### src/hw/rtl/gmr_pkg.sv
// ----------------------------------------------------------------------------
// gmr_pkg: shared types and constants for the grid maze reachability block
// Grid geometry, cell class codes, neighbor directions and the control and
// status bundles between the sequencer and the work stack.
// ----------------------------------------------------------------------------
package gmr_pkg;

   // Grid geometry. The row and column fields are six bits wide.
   localparam int MAX_ROWS = 64;
   localparam int MAX_COLS = 64;
   localparam int ROW_W    = 6;
   localparam int COL_W    = 6;
   localparam int CNT_W    = 7;
   localparam int CELLS    = MAX_ROWS * MAX_COLS;
   localparam int ADDR_W   = $clog2(CELLS);

   // Visited marks carry a search tag, so the map needs no clearing between
   // searches until the tag wraps.
   localparam int EPOCH_W = 4;
   localparam logic [EPOCH_W-1:0] EPOCH_MAX = {EPOCH_W{1'b1}};

   // Configuration register indexes.
   localparam int CSR_IDX_W = 2;
   localparam logic [CSR_IDX_W-1:0] REG_ROW_COUNT = 2'd0;
   localparam logic [CSR_IDX_W-1:0] REG_COL_COUNT = 2'd1;

   // Request actions.
   localparam logic ACT_WRITE  = 1'b0;
   localparam logic ACT_SEARCH = 1'b1;

   // Cell classes. Codes two and three both count as class other.
   localparam logic [1:0] KIND_WALL    = 2'd0;
   localparam logic [1:0] KIND_PASSAGE = 2'd1;

   typedef enum logic [1:0] {
      DIR_DOWN,
      DIR_UP,
      DIR_RIGHT,
      DIR_LEFT
   } dir_type;

   typedef struct packed {
      logic [ROW_W-1:0] row;
      logic [COL_W-1:0] col;
   } coord_type;

   typedef struct packed {
      coord_type pos;
      logic      in_grid;
   } nbr_type;

   typedef struct packed {
      logic      restart;
      logic      push;
      logic      pop;
      coord_type data;
   } stack_ctl_type;

   typedef struct packed {
      logic      empty;
      coord_type data;
   } stack_sts_type;

   function automatic logic [ADDR_W-1:0] cell_addr(input coord_type pos);
      cell_addr = ADDR_W'(ADDR_W'(pos.row) * ADDR_W'(MAX_COLS) + ADDR_W'(pos.col));
   endfunction

endpackage

### src/hw/rtl/gmr_nbr_unit.sv
// ----------------------------------------------------------------------------
// gmr_nbr_unit: neighbor step and bounds check
// Steps one cell in the chosen direction and tells whether the neighbor lies
// inside the rows and columns in use. Shared by every neighbor visit.
// ----------------------------------------------------------------------------
module gmr_nbr_unit (
   input  gmr_pkg::coord_type          cur,
   input  gmr_pkg::dir_type            dir,
   input  logic [gmr_pkg::CNT_W-1:0]   rows_lim,
   input  logic [gmr_pkg::CNT_W-1:0]   cols_lim,
   output gmr_pkg::nbr_type            nbr
);

   logic [gmr_pkg::CNT_W-1:0] row_up;
   logic [gmr_pkg::CNT_W-1:0] col_up;

   assign row_up = gmr_pkg::CNT_W'(cur.row) + gmr_pkg::CNT_W'(1);
   assign col_up = gmr_pkg::CNT_W'(cur.col) + gmr_pkg::CNT_W'(1);

   always_comb begin
      nbr.pos = cur;
      nbr.in_grid = 1'b0;
      unique case (dir)
         gmr_pkg::DIR_DOWN: begin
            nbr.pos.row = row_up[gmr_pkg::ROW_W-1:0];
            nbr.in_grid = row_up < rows_lim;
         end
         gmr_pkg::DIR_UP: begin
            nbr.pos.row = cur.row - gmr_pkg::ROW_W'(1);
            nbr.in_grid = cur.row != '0;
         end
         gmr_pkg::DIR_RIGHT: begin
            nbr.pos.col = col_up[gmr_pkg::COL_W-1:0];
            nbr.in_grid = col_up < cols_lim;
         end
         gmr_pkg::DIR_LEFT: begin
            nbr.pos.col = cur.col - gmr_pkg::COL_W'(1);
            nbr.in_grid = cur.col != '0;
         end
         default: begin
            nbr.in_grid = 1'b0;
         end
      endcase
   end

endmodule

### config.mk
export PLATFORM = sky130hd
export DESIGN_NAME = gmr_nbr_unit
export DESIGN_NICKNAME = d
export VERILOG_FILES = /design/src/hw/rtl/gmr_pkg.sv /design/src/hw/rtl/gmr_nbr_unit.sv
export SDC_FILE = /design/constraint.sdc
export NUM_CORES = 1
export LEC_CHECK = 0
export BUFFER_PORTS_ARGS = -buffer_cell sky130_fd_sc_hd__buf_4
export CAP_MARGIN = 20
export CORE_MARGIN = 1
export CORE_UTILIZATION = 40
export DETAILED_ROUTE_END_ITERATION = 10
export PLACE_DENSITY = 0.68
export SLEW_MARGIN = 20
export SYNTH_ARGS = -nofsm -noshare
export SYNTH_HDL_FRONTEND = slang
export SYNTH_SLANG_ARGS = --single-unit
### constraint.sdc
create_clock -name vclk -period 6.48
set_input_delay 1.296 -clock vclk [all_inputs]
set_output_delay 1.296 -clock vclk [all_outputs]
set_load 0.02 [all_outputs]
# After elaboration in Yosys (flattened, before gate mapping)
# Cells that the tools add are included.
# classes
addsub	4
n_lt_le_gt_ge	2
n_eq_ne	3
mux	3
reduce_logical	3
# op_table
cell	count
$pmux W6 S2	2
$add A6 B1 Y7 const B	2
$lt A7 B7 Y1	2
$reduce_bool A6 Y1	2
$sub A6 B1 Y6 const B	2
$eq A2 B2 Y1 const B	2
$pmux W1 S4	1
$eq A2 B1 Y1 const B	1
$logic_not A2 Y1	1
# totals
reg_bits	0
input_bits	28
output_inout_bits	13
word_cells	15

# Logic depth before layout (Yosys ltp)
# logic_depth
depth_word	3
depth_mapped	9
depth_no_buf	8

# Worst setup path before layout
# Ideal clock, no wire load.
# synth_path
path_kind	input-to-output
start	input port cur[2] in the netlist's numbering
end	output port nbr[0] in the netlist's numbering
arrival_time_ns	2.814
required_ns	5.184
path_slack_ns	2.370
path_stages	9
path_buffers	1
cell_sequence	buf_2 nand3_1 nor2_1 xor2_1 ha_1 a21o_1 a211oi_1 o21ai_0 o211ai_1
# synth_lines
item	line	rtl
start: declaration	gmr_nbr_unit.sv:7	input gmr_pkg::coord_type cur,
end: declaration	gmr_nbr_unit.sv:11	output gmr_pkg::nbr_type nbr

==> metrics.txt <==
run status=completed; startpoint kind of the worst setup timing path=primary input; actual transition at the worst max-transition pin=between 0.3 and 0.4 ns; total routing usage reported by global routing=17.4%; placed inst area=1130 µm²; area of the die=around 2300 µm²; global route overflow=0; buffers added on ports=41; worst max-slew margin expressed relative to the limit=78.8%; top cell family by delay on the critical path=compound AO/OA/AOI/OAI gates; initial core utilization=42.3%; hold buffer count at cts=0; library cells used by synthesis=34; RSZ-0062 raised after global routing=no; critical path type=primary input to output pin; I/O Pins=41; total number of sequential cells=0; maximum fanout along the worst path=6; top cell type by total area after synthesis=sky130_fd_sc_hd__ha_1; largest net degree at the start of global routing=22; final-report hold violation count=0; Antenna Cells=0; cell count after synthesis=~120; CP bufs+invs=2; Syn Std Cell Area=831 µm²; footprint of the flip-flops and latches=0 µm²; wire length per cell after detailed routing=a little over 10 µm; vias in the first global route=between 700 and 800; final core utilization=57.8%; share of Yosys cell area claimed by the top area cell type=24.1%; slowest CP cell=sky130_fd_sc_hd__ha_1; First-pass DRT Iterations=4; final net count=about 200; required time of the worst setup path=5.18 ns; Vias=897; Slowest Stage Delay on Critical Path=0.29 ns; metal1 wirelength=slightly below 900 µm; die extent in y=about 48 µm; Setup Fix Bufs, Post-CTS=0; sequential fraction of the synthesis area=0%; Final Routed Wirelength=1880 µm; minimum period implied by the final worst setup slack=4.27 ns; number of nets produced by synthesis=165; clock buf count=0; WP data arrival=2.98 ns; PwrDens=72.2 nW/µm²; setup TNS after final layout=0 ns; floorplan die width=around 48 µm; class of the tightest hold or removal check=primary input to output pin; Finish-stage setup viols=0; design area=1130 µm²; final cycle utilization of the critical path=65.9%; share of final-layout standard cells stronger than drive strength 1=27.7%; placeable core region=a little under 2000 µm²; detailed-routed wire length on met2=915 µm; met3 WL=86 µm; top post-synthesis cells by count=sky130_fd_sc_hd__ha_1, sky130_fd_sc_hd__inv_1, sky130_fd_sc_hd__nor2_1, sky130_fd_sc_hd__xnor2_1, sky130_fd_sc_hd__nand3_1; number of synthesis warnings=0; wire length of the first global-routing pass=2990 µm; category of the worst setup path capture point=output pin; number of rows in the core area=16; Remaining DRCs=0; worst hold slack=about 2.9 ns; synthesized area per cell=6.87 µm²; number of violations of the max-capacitance limit=0; area delta synth->final=36.6%; antenna violations before repair=0; number of filler instances in the final layout=200; maximum achievable frequency=about 230 MHz; initial detailed-routing violation count=8; worst-case vdd ir drop=0.0329 mV; Detailed Place HPWL=1590 µm; Critical Path, Cell by Cell=buf_4 -> ha_1 -> xor2_1 -> ha_1 -> a211o_1 -> a31oi_1 -> o21ai_0 -> o211ai_1 -> buf_4; vias per cell=4.93; leakage power summed over all cells=0.587 nW; biggest area contributors in the synthesized netlist=sky130_fd_sc_hd__ha_1, sky130_fd_sc_hd__xnor2_1, sky130_fd_sc_hd__xor2_1; overall power of the completed layout=0.0819 mW; total area of multi-input combinational cells=about 730 µm²; placer congestion estimate=0.750; uppermost layer routed=met3; CTS resizes=0; Final Max Slew Viols=0; Post-DRT Antenna Nets=0
## layout make-up
type / count / share of cell area [%]
tap: 27 / 2.98
multi-input combinational: 98 / 64.6
timing repair buffer: 41 / 27.1
inverter: 16 / 5.29
## where the power goes
| group | switching [mW] | internal, mW |
|---|---|---|
| registers | 0 | 0 |
| logic | 0.0418 | 0.0401 |
| clock network | 0 | 0 |
| total | 0.0418 | 0.0401 |
## layer usage
metal,vias up,track usage [%]
met5,-,0
met4,0,0
met3,0,1.13
met2,22,30.1
met1,385,25.1
li1,490,-
## cells in the final DEF (no fill, tap or decap)
| cell type | instances |
|---|---|
| sky130_fd_sc_hd__a211o_1 | 1 |
| sky130_fd_sc_hd__or4b_1 | 1 |
| sky130_fd_sc_hd__mux2i_1 | 1 |
| sky130_fd_sc_hd__or3b_4 | 1 |
| sky130_fd_sc_hd__o21a_1 | 1 |
| sky130_fd_sc_hd__a221o_1 | 1 |
| sky130_fd_sc_hd__nor3_1 | 3 |
| sky130_fd_sc_hd__o2111ai_1 | 1 |
| sky130_fd_sc_hd__nand2_1 | 6 |
| sky130_fd_sc_hd__o21ai_0 | 5 |
| sky130_fd_sc_hd__or4bb_1 | 1 |
| sky130_fd_sc_hd__a21o_1 | 2 |
| sky130_fd_sc_hd__nand2b_1 | 2 |
| sky130_fd_sc_hd__a31oi_1 | 1 |
| sky130_fd_sc_hd__nor4b_1 | 1 |
| sky130_fd_sc_hd__nor3b_1 | 1 |
| sky130_fd_sc_hd__mux2_2 | 1 |
| sky130_fd_sc_hd__nand4_1 | 1 |
| sky130_fd_sc_hd__o211ai_1 | 1 |
| sky130_fd_sc_hd__a21oi_1 | 3 |
| sky130_fd_sc_hd__nand3_1 | 9 |
| sky130_fd_sc_hd__xor2_1 | 8 |
| sky130_fd_sc_hd__ha_1 | 16 |
| sky130_fd_sc_hd__xnor2_1 | 10 |
| sky130_fd_sc_hd__nor4_1 | 3 |
| sky130_fd_sc_hd__inv_1 | 16 |
| sky130_fd_sc_hd__nor2_1 | 12 |
| sky130_fd_sc_hd__buf_4 | 41 |
| sky130_fd_sc_hd__o22ai_1 | 1 |
| sky130_fd_sc_hd__or4_1 | 1 |
| sky130_fd_sc_hd__a211oi_1 | 3 |
## final timing paths
| path | from | to | slack, ns | cells past startpoint |
|---|---|---|---|---|
| setup / recovery | cur[0] | nbr[0] | 2.21 | 9 |
| hold / removal | cur[0] | nbr[1] | 2.92 | 3 |
## cells by family (layout without fill, tap and decap cells)
family          count (synthesis)  count (layout)  synth area share [%]
xor+xnor                       18              18                  19.0
mux                             2               2                  2.56
buf+inv                        23              57                  11.7
compound gates                 20              20                  16.0
simple gates                   42              42                  26.7
fa+ha+maj                      16              16                  24.1
## through the flow
stage	setup slack, ns	cells
finish	2.21	182
detailed placement	2.19	182
global placement	2.19	182
CTS	2.19	182
global route	2.07	182
floorplan	2.37	121
Power figures use the tool's default switching activity.
